$ cat src/hdl/shbd_pkg.sv
// ----------------------------------------------------------------------------
// shbd_pkg
// Shared types, constants and the CRC byte update for the sync hunt deframer.
// ----------------------------------------------------------------------------
`default_nettype none

package shbd_pkg;

    localparam int unsigned ADDR_W = 3;

    localparam logic [31:0] SYNC_RESET = 32'h3915_ED30;
    localparam logic [12:0] LEN_RESET  = 13'd514;
    localparam logic [12:0] LEN_MAX    = 13'd4096;
    localparam logic [15:0] CRC_INIT   = 16'hFFFF;
    localparam logic [15:0] CRC_POLY   = 16'h1021;

    // register index, taken from paddr[2]
    localparam logic REG_SYNC_WORD    = 1'b0;
    localparam logic REG_FRAME_LENGTH = 1'b1;

    typedef struct packed {
        logic [31:0] sync_word;
        logic [12:0] frame_length;
    } t_cfg;

    typedef struct packed {
        logic [7:0]  data_byte;
        logic [11:0] byte_index;
        logic        last_of_frame;
        logic        crc_good;
    } t_result;

    // CCITT CRC, MSB first, one byte
    function automatic logic [15:0] crc_byte(input logic [15:0] crc, input logic [7:0] b);
        logic [15:0] c;
        c = crc ^ {b, 8'h00};
        for (int k = 0; k < 8; k++) begin
            c = c[15] ? ({c[14:0], 1'b0} ^ CRC_POLY) : {c[14:0], 1'b0};
        end
        return c;
    endfunction

endpackage

`default_nettype wire

$ cat src/hdl/shbd_cfg.sv
// ----------------------------------------------------------------------------
// shbd_cfg
// APB register file: sync word and frame length.
// ----------------------------------------------------------------------------
`default_nettype none

module shbd_cfg (
    input  wire logic                       i_clk,
    input  wire logic                       i_rst_n,
    input  wire logic                       psel,
    input  wire logic                       penable,
    input  wire logic                       pwrite,
    input  wire logic [shbd_pkg::ADDR_W-1:0] paddr,
    input  wire logic [31:0]                pwdata,
    output logic [31:0]                     prdata,
    output logic                            pready,
    output shbd_pkg::t_cfg                  o_cfg
);
    import shbd_pkg::*;

    t_cfg r_cfg;
    logic wr_en;

    assign wr_en  = psel && penable && pwrite;
    assign pready = 1'b1;
    assign o_cfg  = r_cfg;

    always_ff @(posedge i_clk) begin
        if (!i_rst_n) begin
            r_cfg.sync_word    <= SYNC_RESET;
            r_cfg.frame_length <= LEN_RESET;
        end else if (wr_en) begin
            unique case (paddr[2])
                REG_SYNC_WORD:    r_cfg.sync_word    <= pwdata;
                REG_FRAME_LENGTH: r_cfg.frame_length <= pwdata[12:0];
                default:          ;
            endcase
        end
    end

    always_comb begin
        unique case (paddr[2])
            REG_SYNC_WORD:    prdata = r_cfg.sync_word;
            REG_FRAME_LENGTH: prdata = {19'd0, r_cfg.frame_length};
            default:          prdata = 32'd0;
        endcase
    end

endmodule

`default_nettype wire

$ cat src/hdl/shbd_core.sv
// ----------------------------------------------------------------------------
// shbd_core
// Sync hunt, byte packing, frame count, CRC check; one bit per accepted cycle.
// ----------------------------------------------------------------------------
`default_nettype none

module shbd_core (
    input  wire logic            i_clk,
    input  wire logic            i_rst_n,
    input  wire logic            i_accept,
    input  wire logic            i_data_bit,
    input  wire shbd_pkg::t_cfg  i_cfg,
    output logic                 o_res_valid,
    output shbd_pkg::t_result    o_res
);
    import shbd_pkg::*;

    logic        r_hunting,    n_hunting;
    logic [31:0] r_sync_shift, n_sync_shift;
    logic [7:0]  r_byte_shift, n_byte_shift;
    logic [2:0]  r_bit_count,  n_bit_count;
    logic [11:0] r_byte_count, n_byte_count;
    logic [15:0] r_crc,        n_crc;

    logic [31:0] sync_cand;
    logic [7:0]  byte_cand;
    logic [2:0]  bit_cand;
    logic [15:0] crc_cand;
    logic [12:0] limit;
    logic [12:0] next_count;
    logic        last;

    assign sync_cand  = {r_sync_shift[30:0], i_data_bit};
    assign byte_cand  = {r_byte_shift[6:0], i_data_bit};
    assign bit_cand   = r_bit_count + 3'd1;
    assign crc_cand   = crc_byte(r_crc, byte_cand);
    assign limit      = (i_cfg.frame_length > LEN_MAX) ? LEN_MAX : i_cfg.frame_length;
    assign next_count = {1'b0, r_byte_count} + 13'd1;
    assign last       = (next_count >= limit);

    always_comb begin
        n_hunting    = r_hunting;
        n_sync_shift = r_sync_shift;
        n_byte_shift = r_byte_shift;
        n_bit_count  = r_bit_count;
        n_byte_count = r_byte_count;
        n_crc        = r_crc;
        o_res_valid  = 1'b0;
        o_res.data_byte     = byte_cand;
        o_res.byte_index    = r_byte_count;
        o_res.last_of_frame = last;
        o_res.crc_good      = last && (crc_cand == 16'd0);
        if (i_accept) begin
            if (r_hunting) begin
                n_sync_shift = sync_cand;
                if (sync_cand == i_cfg.sync_word) begin
                    n_hunting    = 1'b0;
                    n_bit_count  = 3'd0;
                    n_byte_count = 12'd0;
                    n_crc        = CRC_INIT;
                end
            end else begin
                n_byte_shift = byte_cand;
                n_bit_count  = bit_cand;
                if (bit_cand == 3'd0) begin
                    o_res_valid  = 1'b1;
                    n_crc        = crc_cand;
                    n_byte_count = next_count[11:0];
                    if (last) begin
                        n_hunting = 1'b1;
                    end
                end
            end
        end
    end

    always_ff @(posedge i_clk) begin
        if (!i_rst_n) begin
            r_hunting    <= 1'b1;
            r_sync_shift <= 32'd0;
            r_byte_shift <= 8'd0;
            r_bit_count  <= 3'd0;
            r_byte_count <= 12'd0;
            r_crc        <= CRC_INIT;
        end else begin
            r_hunting    <= n_hunting;
            r_sync_shift <= n_sync_shift;
            r_byte_shift <= n_byte_shift;
            r_bit_count  <= n_bit_count;
            r_byte_count <= n_byte_count;
            r_crc        <= n_crc;
        end
    end

    a_no_byte_while_hunting: assert property (@(posedge i_clk) disable iff (!i_rst_n)
        r_hunting |-> !o_res_valid)
        else $error("byte emitted while hunting");

    a_byte_on_eighth_bit: assert property (@(posedge i_clk) disable iff (!i_rst_n)
        o_res_valid |-> (r_bit_count == 3'd7))
        else $error("byte emitted off the byte boundary");

    a_last_returns_to_hunt: assert property (@(posedge i_clk) disable iff (!i_rst_n)
        (o_res_valid && o_res.last_of_frame) |=> r_hunting)
        else $error("frame end did not restart the hunt");

    a_good_only_on_last: assert property (@(posedge i_clk) disable iff (!i_rst_n)
        (o_res_valid && o_res.crc_good) |-> o_res.last_of_frame)
        else $error("crc verdict on a byte that is not last");

endmodule

`default_nettype wire

$ cat src/hdl/shbd_skid.sv
// ----------------------------------------------------------------------------
// shbd_skid
// Output register with one skid entry between the core and the result channel.
// ----------------------------------------------------------------------------
`default_nettype none

module shbd_skid (
    input  wire logic              i_clk,
    input  wire logic              i_rst_n,
    input  wire logic              i_res_valid,
    input  wire shbd_pkg::t_result i_res,
    output logic                   o_full,
    output logic                   o_out_valid,
    input  wire logic              i_out_stall,
    output shbd_pkg::t_result      o_out
);
    import shbd_pkg::*;

    logic    r_out_valid;
    logic    r_skid_valid;
    t_result r_out;
    t_result r_skid;
    logic    out_free;

    assign out_free    = !r_out_valid || !i_out_stall;
    assign o_full      = r_skid_valid;
    assign o_out_valid = r_out_valid;
    assign o_out       = r_out;

    always_ff @(posedge i_clk) begin
        if (!i_rst_n) begin
            r_out_valid  <= 1'b0;
            r_skid_valid <= 1'b0;
        end else if (out_free) begin
            if (r_skid_valid) begin
                r_out_valid  <= 1'b1;
                r_skid_valid <= 1'b0;
            end else begin
                r_out_valid  <= i_res_valid;
            end
        end else if (i_res_valid) begin
            r_skid_valid <= 1'b1;
        end
    end

    always_ff @(posedge i_clk) begin
        if (out_free) begin
            r_out <= r_skid_valid ? r_skid : i_res;
        end else if (i_res_valid) begin
            r_skid <= i_res;
        end
    end

    a_skid_behind_out: assert property (@(posedge i_clk) disable iff (!i_rst_n)
        r_skid_valid |-> r_out_valid)
        else $error("skid entry held with empty output register");

    a_no_result_when_full: assert property (@(posedge i_clk) disable iff (!i_rst_n)
        r_skid_valid |-> !i_res_valid)
        else $error("result arrived while both slots were full");

    a_skid_drains: assert property (@(posedge i_clk) disable iff (!i_rst_n)
        (r_skid_valid && !i_out_stall) |=> (r_out_valid && !r_skid_valid))
        else $error("skid entry did not move to the output register");

endmodule

`default_nettype wire

$ cat src/hdl/sync_hunt_block_deframer_unit.sv
// ----------------------------------------------------------------------------
// sync_hunt_block_deframer_unit
// Serial sync word hunter and block deframer with CRC-16/CCITT check.
// ----------------------------------------------------------------------------
// Takes one received bit per cycle while the input is not stalled: each bit
// goes through a single pass of hunt, byte packing and CRC logic between the
// state registers and a two-entry output register (output register plus one
// skid entry). While hunting, bits shift MSB first into a 32-bit register that
// is compared with sync_word; a match starts a frame. Frame bits pack MSB first
// into bytes, and each byte leaves as one request with its index in the frame.
// The byte that reaches frame_length (capped at 4096) carries last_of_frame and
// the CRC verdict: CCITT 0x1021, init 0xFFFF, run over all frame bytes including
// the two CRC bytes; crc_good is 1 when the residue is zero. The hunt register
// keeps its contents across frames. Input stalls only while both output slots
// are full, so a downstream that takes each request before the next byte is
// done never stalls the bit stream. Registers sync_word (addr 0) and frame_length
// (addr 4) sit on the APB port; write them only while the block is idle.
// ----------------------------------------------------------------------------
`default_nettype none

module sync_hunt_block_deframer_unit (
    input  wire logic                        i_clk,
    input  wire logic                        i_rst_n,
    // bit input channel
    input  wire logic                        i_in_valid,
    output logic                             o_in_stall,
    input  wire logic                        i_data_bit,
    // byte output channel
    output logic                             o_out_valid,
    input  wire logic                        i_out_stall,
    output logic [7:0]                       o_data_byte,
    output logic [11:0]                      o_byte_index,
    output logic                             o_last_of_frame,
    output logic                             o_crc_good,
    // configuration
    input  wire logic                        psel,
    input  wire logic                        penable,
    input  wire logic                        pwrite,
    input  wire logic [shbd_pkg::ADDR_W-1:0] paddr,
    input  wire logic [31:0]                 pwdata,
    output logic [31:0]                      prdata,
    output logic                             pready
);
    import shbd_pkg::*;

    t_cfg    cfg;
    t_result res;
    t_result out;
    logic    res_valid;
    logic    full;
    logic    accept;

    // take a bit whenever the skid entry is free
    assign o_in_stall = full;
    assign accept     = i_in_valid && !full;

    shbd_cfg u_cfg (
        .i_clk   (i_clk),
        .i_rst_n (i_rst_n),
        .psel    (psel),
        .penable (penable),
        .pwrite  (pwrite),
        .paddr   (paddr),
        .pwdata  (pwdata),
        .prdata  (prdata),
        .pready  (pready),
        .o_cfg   (cfg)
    );

    shbd_core u_core (
        .i_clk       (i_clk),
        .i_rst_n     (i_rst_n),
        .i_accept    (accept),
        .i_data_bit  (i_data_bit),
        .i_cfg       (cfg),
        .o_res_valid (res_valid),
        .o_res       (res)
    );

    shbd_skid u_skid (
        .i_clk       (i_clk),
        .i_rst_n     (i_rst_n),
        .i_res_valid (res_valid),
        .i_res       (res),
        .o_full      (full),
        .o_out_valid (o_out_valid),
        .i_out_stall (i_out_stall),
        .o_out       (out)
    );

    assign o_data_byte     = out.data_byte;
    assign o_byte_index    = out.byte_index;
    assign o_last_of_frame = out.last_of_frame;
    assign o_crc_good      = out.crc_good;

endmodule

`default_nettype wire

$ cat config.mk
export PLATFORM = sky130hd
export DESIGN_NAME = sync_hunt_block_deframer_unit
export DESIGN_NICKNAME = d
export VERILOG_FILES = /design/src/hdl/shbd_pkg.sv /design/src/hdl/shbd_cfg.sv /design/src/hdl/shbd_core.sv /design/src/hdl/shbd_skid.sv /design/src/hdl/sync_hunt_block_deframer_unit.sv
export SDC_FILE = /design/constraint.sdc
export NUM_CORES = 1
export LEC_CHECK = 0
export BUFFER_PORTS_ARGS = -buffer_cell sky130_fd_sc_hd__buf_2
export CORE_AREA = 4 4 134 97
export DETAILED_ROUTE_END_ITERATION = 8
export DIE_AREA = 0 0 138 101
export PLACE_DENSITY_LB_ADDON = 0.3
export SETUP_SLACK_MARGIN = 0.05
export SYNTH_ARGS = -nofsm -noshare
export SYNTH_HDL_FRONTEND = slang
export SYNTH_SLANG_ARGS = --single-unit
$ cat constraint.sdc
create_clock -name i_clk -period 8.3 [get_ports i_clk]
set_input_delay 0.415 -clock i_clk [delete_from_list [all_inputs] [get_ports i_clk]]
set_output_delay 0.415 -clock i_clk [all_outputs]
set_load 0.05 [all_outputs]
==> flow_summary.yaml, run 1 <==
run_status:
  outcome: "finished clean"
timing:
  layout_setup_ws_ps: 5153
  tns_ps: 0
  fin_crit_sh: 0.3792
  rsz0062_at_grt: "no"
  drv_slew: 0
  period_minus_slack_ps: 3147
  tightest_slew_ps: 1279
  relSlewSlack: 0.1463
  finClkSkew_ps: 13.67
  hold_violations: 0
  final-setup-viol-count: 0
  fmaxAchievable_ghz: 0.3178
  hold_slack_ps: 196.9
cells_and_area:
  n_fill_cell: 843
  layout.nets: 887
  drive_gt1_frac: 0.2188
  syn2layout_area_growth_pct: 16.47
  final_cells: 998
  n_antenna_cell: 0
die:
  die_y_um: 101
  ios: 100
  rows: 33
  die_w_um: 138
  coreArea_um2: 11640
  die-area_um2: 13940
  start_util: 0.6133
place:
  hpwlAfterDp_um: 11500
  place.gp.congestion: 0.9072
  dp_cells: 966
  port_buffers: 96
  place_ws_ps: 5246
detailed_routing:
  drt-initial-drc-count: 568
  vias: 5639
  avgViaCountPerCell: 5.650
  wl_um: 17000
  wire_per_inst_um: 17.03
  ant_nets: 0
  drt-pass1-iter-count: 6
  route.detailed.drc: 0
yosys:
  ys_seq_area_frac: 0.5131
  yosysWarnings: 0
  synth_cells: 744
  synth-edff-count: 44
  ys.flop_type: "dfxtp_1"
  syn-cell-area_um2: 7141
  synth_nets: 803
  synthArstFlopShare: 0
  synth_cell_types: 40
  synth-seq-cells: 161
  syn_avg_cell_area_um2: 9.598
worst_setup_path:
  crit_required_ps: 8470
  crit_fanout: 8
  critPathMaxStageDelay_ps: 540
  arrival_ps: 3320
  critical_path_class: "reg -> reg"
  crit_buf_inv: 1
  crit_family: "simple AND/OR/NAND/NOR gates"
  critical_path.most_common_cell: "ha_1"
  crit_path_end_kind: "flop"
  crit_cells: 11
  cp-start-kind: "flop"
  crit_slowest_cell: "dfxtp_1"
  ff2ff_path_depth: 11
  path_cells: "ha_1, nand4_1, or3_1, xnor2_1, ha_1, a21oi_1, o21ai_0, nand2b_1, o311ai_0, buf_4, mux2_2"
clocking:
  htree_levels: 4
  cts.sinks: 161
  cts_post_setup_buffers_inserted: 0
  cts_buffers: 17
  post_cts_resized: 0
  hold_buffers: 0
  cts_tree: "done"
  clk_pin_slew_ps: 70
  cts_buffer_depth: 2
  insertion_delay_ps: 430
  cts_root_buf: "clkbuf_16"
power_and_ir_drop:
  seqPwrFrac: 0.474
  power_density_nw_per_um2: 207.1
  power_switching_w: 0.0003837
  intPower_w: 0.001338
  power.total_w: 0.001722
  swShare: 0.2228
  p_comb_frac: 0.058
  ir_drop_v: 0.0001513
  p_leak_nw: 3.382
  pwr-share-clk: 0.468
global_route:
  grt_overflow: 0
  grt_pass1_vias: 5542
  grt_use_total: 0.2452
  grt_max_degree: 76
  antenna_found_initial: 0
  grt_pass1_wl_um: 27580
hold_path:
  hp-class: "in -> reg"
  whs_path_depth: 3
run:
  drv_cap: 0
==> per-layer routing <==
layer  share of wire  track usage  routed length, µm
met2            0.47       0.3936               7964
met4           0.014      0.08504                238
met1            0.45       0.3373               7681
met3           0.065      0.04647               1113
met5               0            0                  0
==> power groups by stage <==
stage	Clock (W)	Sequential [W]	Combinational (W)
CTS	0.000809	0.000816	0.0000991
global placement	0	0.000833	0.0000968
detailed placement	0	0.000833	0.0000986
floorplan	0	0.000831	0.0000708
global route	0.000843	0.000816	0.000107
finish	0.000806	0.000816	0.0000995
==> state kept, by name, summed over array words and instances, names as in the netlist <==
name                 flops
u_cfg.o_cfg             45
u_core.r_sync_shift     31
u_skid.o_out            22
u_skid.r_skid           22
u_core.r_crc            16
u_core.r_byte_count     12
u_core.r_byte_shift      7
u_core.r_bit_count       3
u_core.r_hunting         1
u_skid.o_full            1
u_skid.o_out_valid       1
==> per-stage QoR <==
step	cell area [µm²]	utilization
floorplan	7141	-
global placement	7715	0.6626
detailed placement	7715	0.6626
CTS	8317	0.7143
global route	8317	0.7143
finish	8317	0.7143
==> final timing paths <==
kind / start / endpoint / slack, ps
max: u_core.r_byte_count[0] / u_skid.o_out[1] / 5150
min: pwdata[20] / u_cfg.o_cfg[33] / 200
max reg2reg: u_core.r_byte_count[0] / u_skid.o_out[1] / 5150
min reg2reg: u_core.r_byte_count[11] / u_skid.r_skid[13] / 430
==> synth_stat cells (4+ instances only) <==
library cell | n | area (µm²)
a2bb2oi_2 | 11 | 165.2
nand2_1 | 190 | 713.2
inv_1 | 14 | 52.55
nor2b_1 | 20 | 125.1
edfxtp_1 | 44 | 1321
clkbuf_1 | 29 | 108.9
xor2_1 | 42 | 367.9
mux2i_1 | 7 | 70.07
or3_1 | 4 | 25.02
a21oi_1 | 71 | 355.3
buf_1 | 6 | 22.52
mux2_2 | 25 | 281.5
o21ai_0 | 22 | 110.1
xnor2_1 | 24 | 210.2
nand3_1 | 27 | 135.1
o22a_2 | 5 | 50.05
nor2_1 | 16 | 60.06
ha_1 | 16 | 200.2
dfxtp_1 | 117 | 2342
nor4_1 | 9 | 56.30
nand4_1 | 8 | 50.05
nand2b_1 | 4 | 25.02
nor3_1 | 7 | 35.03
==> cell usage in the layout (no fill, tap or decap), drive strengths merged, types with 9 or more instances in the layout <==
cell type | netlist | final
inv | 14 | 14
ha | 16 | 16
nand2 | 190 | 190
nand3 | 27 | 27
edfxtp | 44 | 44
clkbuf | 29 | 20
nand4 | 9 | 9
xor2 | 42 | 42
a2bb2oi | 11 | 11
xnor2 | 24 | 24
nor2b | 20 | 20
nor4 | 13 | 13
o21ai | 22 | 22
a21oi | 71 | 71
mux2 | 25 | 25
dfxtp | 117 | 117
buf | 10 | 104
nor2 | 16 | 16
==> cell families (layout without fill, tap and decap cells) <==
kind of cell	count (synthesis)	count (layout)	share of synthesized area
flip-flops	161	161	0.5131
AND/OR/NAND/NOR	293	293	0.1845
AO/OA/AOI/OAI	122	122	0.1125
other	1	1	0.0005252
XOR/XNOR	66	66	0.08095
buffers and inverters	53	150	0.03119
adder cells (fa/ha/maj)	16	16	0.02804
multiplexers	32	32	0.04924
==> layout make-up <==
cell class                      count  area [µm²]  area share
Tap cell                          157       196.4     0.02362
Sequential cell                   161        3664      0.4405
Multi-Input combinational cell    530        3262      0.3922
Clock inverter                     12       165.2     0.01986
Timing Repair Buffer              104       540.5     0.06499
Inverter                           14       52.55    0.006319
Clock buffer                       20       436.7     0.05250
==> worst register-to-register path, stage by stage (launching register included) <==
cell and delay, ps:
dfxtp_1 540, ha_1 280, nand4_1 200, or3_1 430, xnor2_1 230, ha_1 300
a21oi_1 160, o21ai_0 110, nand2b_1 70, o311ai_0 130, buf_4 190, mux2_2 260
No activity file was read; power rests on OpenSTA's default activity.
==> inputs of run 2 (changes only) <==
Settings changed: CORE_AREA 4 4 134 97 to 4 4 146 106, DIE_AREA 0 0 138 101 to 0 0 150 110.
Clock period 8.3 ns to 2.7 ns, I/O delays scaled along.
==> run 2 against run 1 <==
Effect of this change:
- sequential cell count unchanged
- combinational power rose to 3.6 times the previous value
- clock skew down 3.5 ps
- routed wire length up 5.1%
- critical endpoint unchanged
- largest power group unchanged
==> flow_summary.yaml, run 2 (synthesized netlist as in run 1, its figures left out) <==
run_status:
  outcome: "finished clean"
timing:
  drv_slew: 0
  hold_violations: 0
  period_minus_slack_ps: 2588
  hold_slack_ps: 48.15
  tightest_slew_ps: 656.4
  fin_crit_sh: 0.9586
  fmaxAchievable_ghz: 0.3864
  final-setup-viol-count: 0
  relSlewSlack: 0.5611
  finClkSkew_ps: 10.21
cells_and_area:
  syn2layout_area_growth_pct: 23.39
  final_cells: 1075
  layout_common_cells: "nand2_1 (189), dfxtp_1 (115), buf_2 (96)"
  design_area_um2: 8811
  final_common_cell: "nand2_1"
  layout.nets: 931
  largest_reg_flops: 45
  drive_gt1_frac: 0.2407
  n_antenna_cell: 0
place:
  dp_cells: 1011
  hpwlAfterDp_um: 12130
  place.gp.congestion: 0.8606
  dpl-instance-area_um2: 7849
  port_buffers: 96
detailed_routing:
  avgViaCountPerCell: 5.363
  ant_nets: 0
  wire_per_inst_um: 16.61
  drt-pass1-iter-count: 5
  route.detailed.drc: 0
  drt-initial-drc-count: 454
  vias: 5765
  wl_um: 17860
clocking:
  clk_pin_slew_ps: 70
  cts.sinks: 161
  htree_levels: 4
  cts_buffers: 17
  cts_root_buf: "clkbuf_16"
  cts_post_setup_buffers_inserted: 0
  cts_buffer_depth: 2
  cts_tree: "done"
  insertion_delay_ps: 420
die:
  rows: 36
  start_util: 0.5147
  ios: 100
  die_y_um: 110
  die-area_um2: 16500
  coreArea_um2: 13870
  die_w_um: 150
global_route:
  antenna_found_initial: 0
  grt_use_total: 0.2223
  grt_max_degree: 52
  grt_pass1_vias: 5809
  grt_overflow: 0
  grt_pass1_wl_um: 28940
power_and_ir_drop:
  intPower_w: 0.003911
  p_comb_frac: 0.068
  power_density_nw_per_um2: 590.1
  swShare: 0.2478
  power_switching_w: 0.001288
  p_leak_nw: 3.580
  pwr-share-clk: 0.450
  ir_drop_v: 0.0004987
  power.total_w: 0.005199
  seqPwrFrac: 0.482
worst_setup_path:
  crit_fanout: 5
  crit_path_end_kind: "flop"
  critical_path_class: "reg -> reg"
  arrival_ps: 2750
  crit_required_ps: 2870
  cp-start-kind: "flop"
run:
  drv_cap: 0
hold_path:
  hp-class: "in -> reg"
run 2: cell type report:
class	count	area [µm²]
fill	1170	5062
clock inverter	14	143.9
timing repair buffer	148	950.9
tap	190	237.7
sequential	161	3669
clock buffer	18	429.2
inverter	14	52.55
multi-input combinational	530	3328
run 2: what timing repair did:
action	in CTS	in global routing
hold buffers	32	0
hold endpoints to repair	45	0
pin swaps	0	8
endpoints found under the setup margin	5	4
resized for setup	6	10
run 2: layer usage:
layer	up-vias	global-route usage	wire length, µm
met5	-	0	0
met4	0	0.06527	214
met3	21	0.04700	1027
met2	183	0.3617	8488
met1	2766	0.3024	8129
li1	2795	-	-
run 2: worst paths after layout:
kind                                         startpoint           endpoint  slack (ps)  cells after the start
worst max-delay path             u_core.r_byte_count[1]    u_skid.o_out[1]         110                     12
worst max register to register   u_core.r_byte_count[1]    u_skid.o_out[1]         110                     12
worst min-delay path                         i_data_bit  u_skid.r_skid[14]          50                      1
worst min register to register  u_core.r_byte_count[11]  u_skid.r_skid[13]         440                      0
run 2: through the flow:
step | utilization | setup TNS, ps | setup WS (ps)
floorplan | - | 0 | 135.0
global placement | 0.5657 | 0 | 69.58
detailed placement | 0.5657 | -175.4 | -65.67
CTS | 0.6325 | 0 | 55.91
global route | 0.6351 | -38.33 | -38.33
finish | 0.6351 | 0 | 111.8
run 2: critical path: stages (launching register included):
cell and delay [ps]:
dfxtp_4 370, ha_2 170, nand4_1 120, buf_4 180
nor2_2 110, nand2_2 100, xnor2_2 140, ha_1 310
nand3_1 130, nand2_1 80, a21oi_2 170, o311ai_4 150
mux2_2 280
run 2: power groups by stage:
stage	registers [W]	clock network, W	logic [W]
floorplan	0.00256	0	0.000218
global placement	0.00256	0	0.000306
detailed placement	0.00256	0	0.000311
CTS	0.00251	0.00237	0.000349
global route	0.00251	0.00248	0.000381
finish	0.00251	0.00234	0.000354
==> inputs of run 3 (changes only) <==
Settings changed: ABC_AREA set to 1, CORE_AREA 4 4 146 106 to 4 4 172 124, DIE_AREA 0 0 150 110 to 0 0 176 128.
Clock period 2.7 ns to 2.99 ns, I/O delays scaled along.
==> run 3 against run 2 <==
Effect of this change:
- sequential power is 8% lower
- sequential share of layout area down 2.2 points
- critical path type unchanged
- sequential cell count stayed put
- largest cell class unchanged
- critical endpoint is now u_skid.o_out[0]
- routed wire length up 9.7%
- count of clock-buffer cells in the layout is 3 higher
- core utilization is 16 points lower
==> flow_summary.yaml, run 3 <==
yosys:
  synthMostInstantiatedCell: "nand2_1"
  ys.flop_type: "dfxtp_1"
  syn-cell-area_um2: 7737
  synth_area_leaders: "dfxtp_1 (30%), edfxtp_1 (17%), nand2_1 (15%), o21ai_0 (7.0%), nor2_1 (5.9%)"
  synth_common_cells: "nand2_1 (305), nor2_1 (122), dfxtp_1 (117)"
  yosysWarnings: 0
  synth_cells: 1060
  synth_top_area_cell: "dfxtp_1"
  syn_avg_cell_area_um2: 7.299
  synthArstFlopShare: 0
  netlist.area_leader.share: 0.3027
  ys_seq_area_frac: 0.4735
  synth-edff-count: 44
  synth_nets: 1119
  synth_cell_types: 32
  synth-seq-cells: 161
global_route:
  grt_pass1_vias: 6554
  grt_overflow: 0
  grt.busiest_layer: "met2"
  grt_pass1_wl_um: 32950
  grt_use_total: 0.1796
  grtUsageMet2: 0.2806
  grt_use_met1: 0.2567
  globalRouteMet3Util: 0.03892
  grt_max_degree: 44
  antenna_found_initial: 0
detailed_routing:
  avgViaCountPerCell: 4.793
  ant_nets: 0
  wire_per_inst_um: 13.54
  route.detailed.drc: 0
  drt-initial-drc-count: 507
  vias: 6936
  drt-pass1-iter-count: 5
  wl_um: 19600
hold_path:
  hp-class: "in -> reg"
clocking:
  cts_buffer_depth: 2
  insertion_delay_ps: 430
  cts.sinks: 161
  htree_levels: 4
  cts_root_buf: "clkbuf_16"
  cts_buffers: 17
  cts_tree: "done"
  clk_pin_slew_ps: 70
worst_setup_path:
  arrival_ps: 2800
  crit_family: "simple AND/OR/NAND/NOR gates"
  cp-start-kind: "flop"
  critPathMaxStageDelay_ps: 340
  crit_path_end_kind: "flop"
  crit_buf_inv: 0
  critical_path_class: "reg -> reg"
  crit_slowest_cell: "dfxtp_1"
  crit_fanout: 10
  crit_required_ps: 3160
  critical_path.most_common_cell: "nand2_1"
  path_cells: "nor4_1, and2_1, nand4_1, nand2_1, nand2_1, ha_1, nand2_1, nand2_1, nand2_1, nand2_1, nand2_1, nand3_1, nor2_4, nor2_1, nand3_1, a21oi_1"
cells_and_area:
  n_fill_cell: 1981
  largest_reg_flops: 45
  final_common_cell: "nand2_1"
  layout_common_cells: "nand2_1 (305), nor2_1 (118), dfxtp_1 (115)"
  register_area_um2: 3669
  layout.nets: 1223
  n_antenna_cell: 0
  drive_gt1_frac: 0.1470
  final_core_util: 0.4751
  syn2layout_area_growth_pct: 20.26
  multi_input_area_um2: 3477
timing:
  rsz0062_at_grt: "no"
  period_minus_slack_ps: 2628
  hold_slack_ps: 16.87
  relSlewSlack: 0.4768
  finClkSkew_ps: 15.21
  final-setup-viol-count: 0
  hold_violations: 0
  tightest_slew_ps: 783.9
  tns_ps: 0
  drv_slew: 0
  fmaxAchievable_ghz: 0.3805
  fin_crit_sh: 0.8790
place:
  port_buffers: 96
  place.gp.congestion: 0.8416
  hpwlAfterDp_um: 13530
power_and_ir_drop:
  p_leak_nw: 4.458
  power_density_nw_per_um2: 528.3
  ir_drop_v: 0.0003511
die:
  coreArea_um2: 19580
  die-area_um2: 22530
  start_util: 0.3951
  ios: 100
  die_y_um: 128
  rows: 43
  die_w_um: 176
run_status:
  outcome: "finished clean"
run:
  drv_cap: 0
-- run 3: changes by cell type in the layout (fill, tap and decap cells not counted), moves of 20 or more --
| cell | before | now |
|---|---|---|
| nand2_1 | 189 | 305 |
| xor2_1 | 42 | 5 |
| inv_1 | 13 | 90 |
| nor2_1 | 13 | 118 |
| o21ai_0 | 21 | 108 |
| mux2_2 | 25 | 0 |
| nor2b_1 | 20 | 0 |
| nand3_1 | 27 | 65 |
-- run 3: worst paths after layout --
| kind | start | endpoint | slack [ps] | cells past startpoint |
|---|---|---|---|---|
| setup / recovery | u_cfg.o_cfg[10] | u_skid.o_out[0] | 360 | 16 |
| hold / removal | pwdata[19] | u_cfg.o_cfg[32] | 20 | 3 |
| setup reg to reg | u_cfg.o_cfg[10] | u_skid.o_out[0] | 360 | 16 |
| hold reg to reg | u_core.r_byte_count[1] | u_skid.r_skid[3] | 470 | 0 |
-- run 3: repair_timing --
item	4_1_cts	5_1_grt
resized for setup	0	11
buffers inserted	0	1
endpoints found under the setup margin	0	5
hold endpoints to repair	29	0
hold buffers	23	0
-- run 3: layout make-up --
| cell class | instances | area share |
|---|---|---|
| Sequential cell | 161 | 0.3942 |
| Multi-Input combinational cell | 743 | 0.3737 |
| Timing Repair Buffer | 133 | 0.08901 |
| Clock buffer | 21 | 0.04962 |
| Inverter | 108 | 0.04357 |
| Tap cell | 270 | 0.03630 |
| Clock inverter | 11 | 0.01358 |
-- run 3: kinds of logic after synthesis --
group	count (synthesis)	share of synthesized area
other	1	0.0004847
and+or+nand+nor	512	0.2667
buffers and inverters	156	0.08102
AOI/OAI and AO/OA	188	0.1231
DFF	161	0.4735
xor gates and xnor gates	26	0.02943
adders and majority gates	16	0.02587
-- run 3: tightest hold or removal path, delay by kind of cell --
family                 cells  cell delay (ps)
AOI/OAI and AO/OA          2              180
buffers and inverters      1               70
-- run 3: report_power, final --
group | switching [W] | total (W) | internal [W]
logic | 0.000267 | 0.000401 | 0.000134
registers | 0.0000405 | 0.00232 | 0.00228
clock network | 0.000911 | 0.00220 | 0.00129
total | 0.00122 | 0.00492 | 0.00370
-- run 3: metrics by stage --
step | worst slack (ps) | area (µm²) | instances | power, W
floorplan | 253.4 | 7737 | 1060 | 0.002621
global placement | 247.3 | 8447 | 1391 | 0.002735
detailed placement | 157.3 | 8447 | 1391 | 0.002738
CTS | 71.71 | 9265 | 1446 | 0.004967
global route | 27.48 | 9305 | 1447 | 0.005118
finish | 361.7 | 9305 | 1447 | 0.004916
-- run 3: routing by layer --
| metal | share of wire | up-vias | wire length, µm |
|---|---|---|---|
| met4 | 0.0086 | 0 | 168 |
| met5 | 0 | - | 0 |
| li1 | - | 3608 | - |
| met3 | 0.047 | 12 | 927 |
| met2 | 0.44 | 138 | 8649 |
| met1 | 0.50 | 3178 | 9852 |
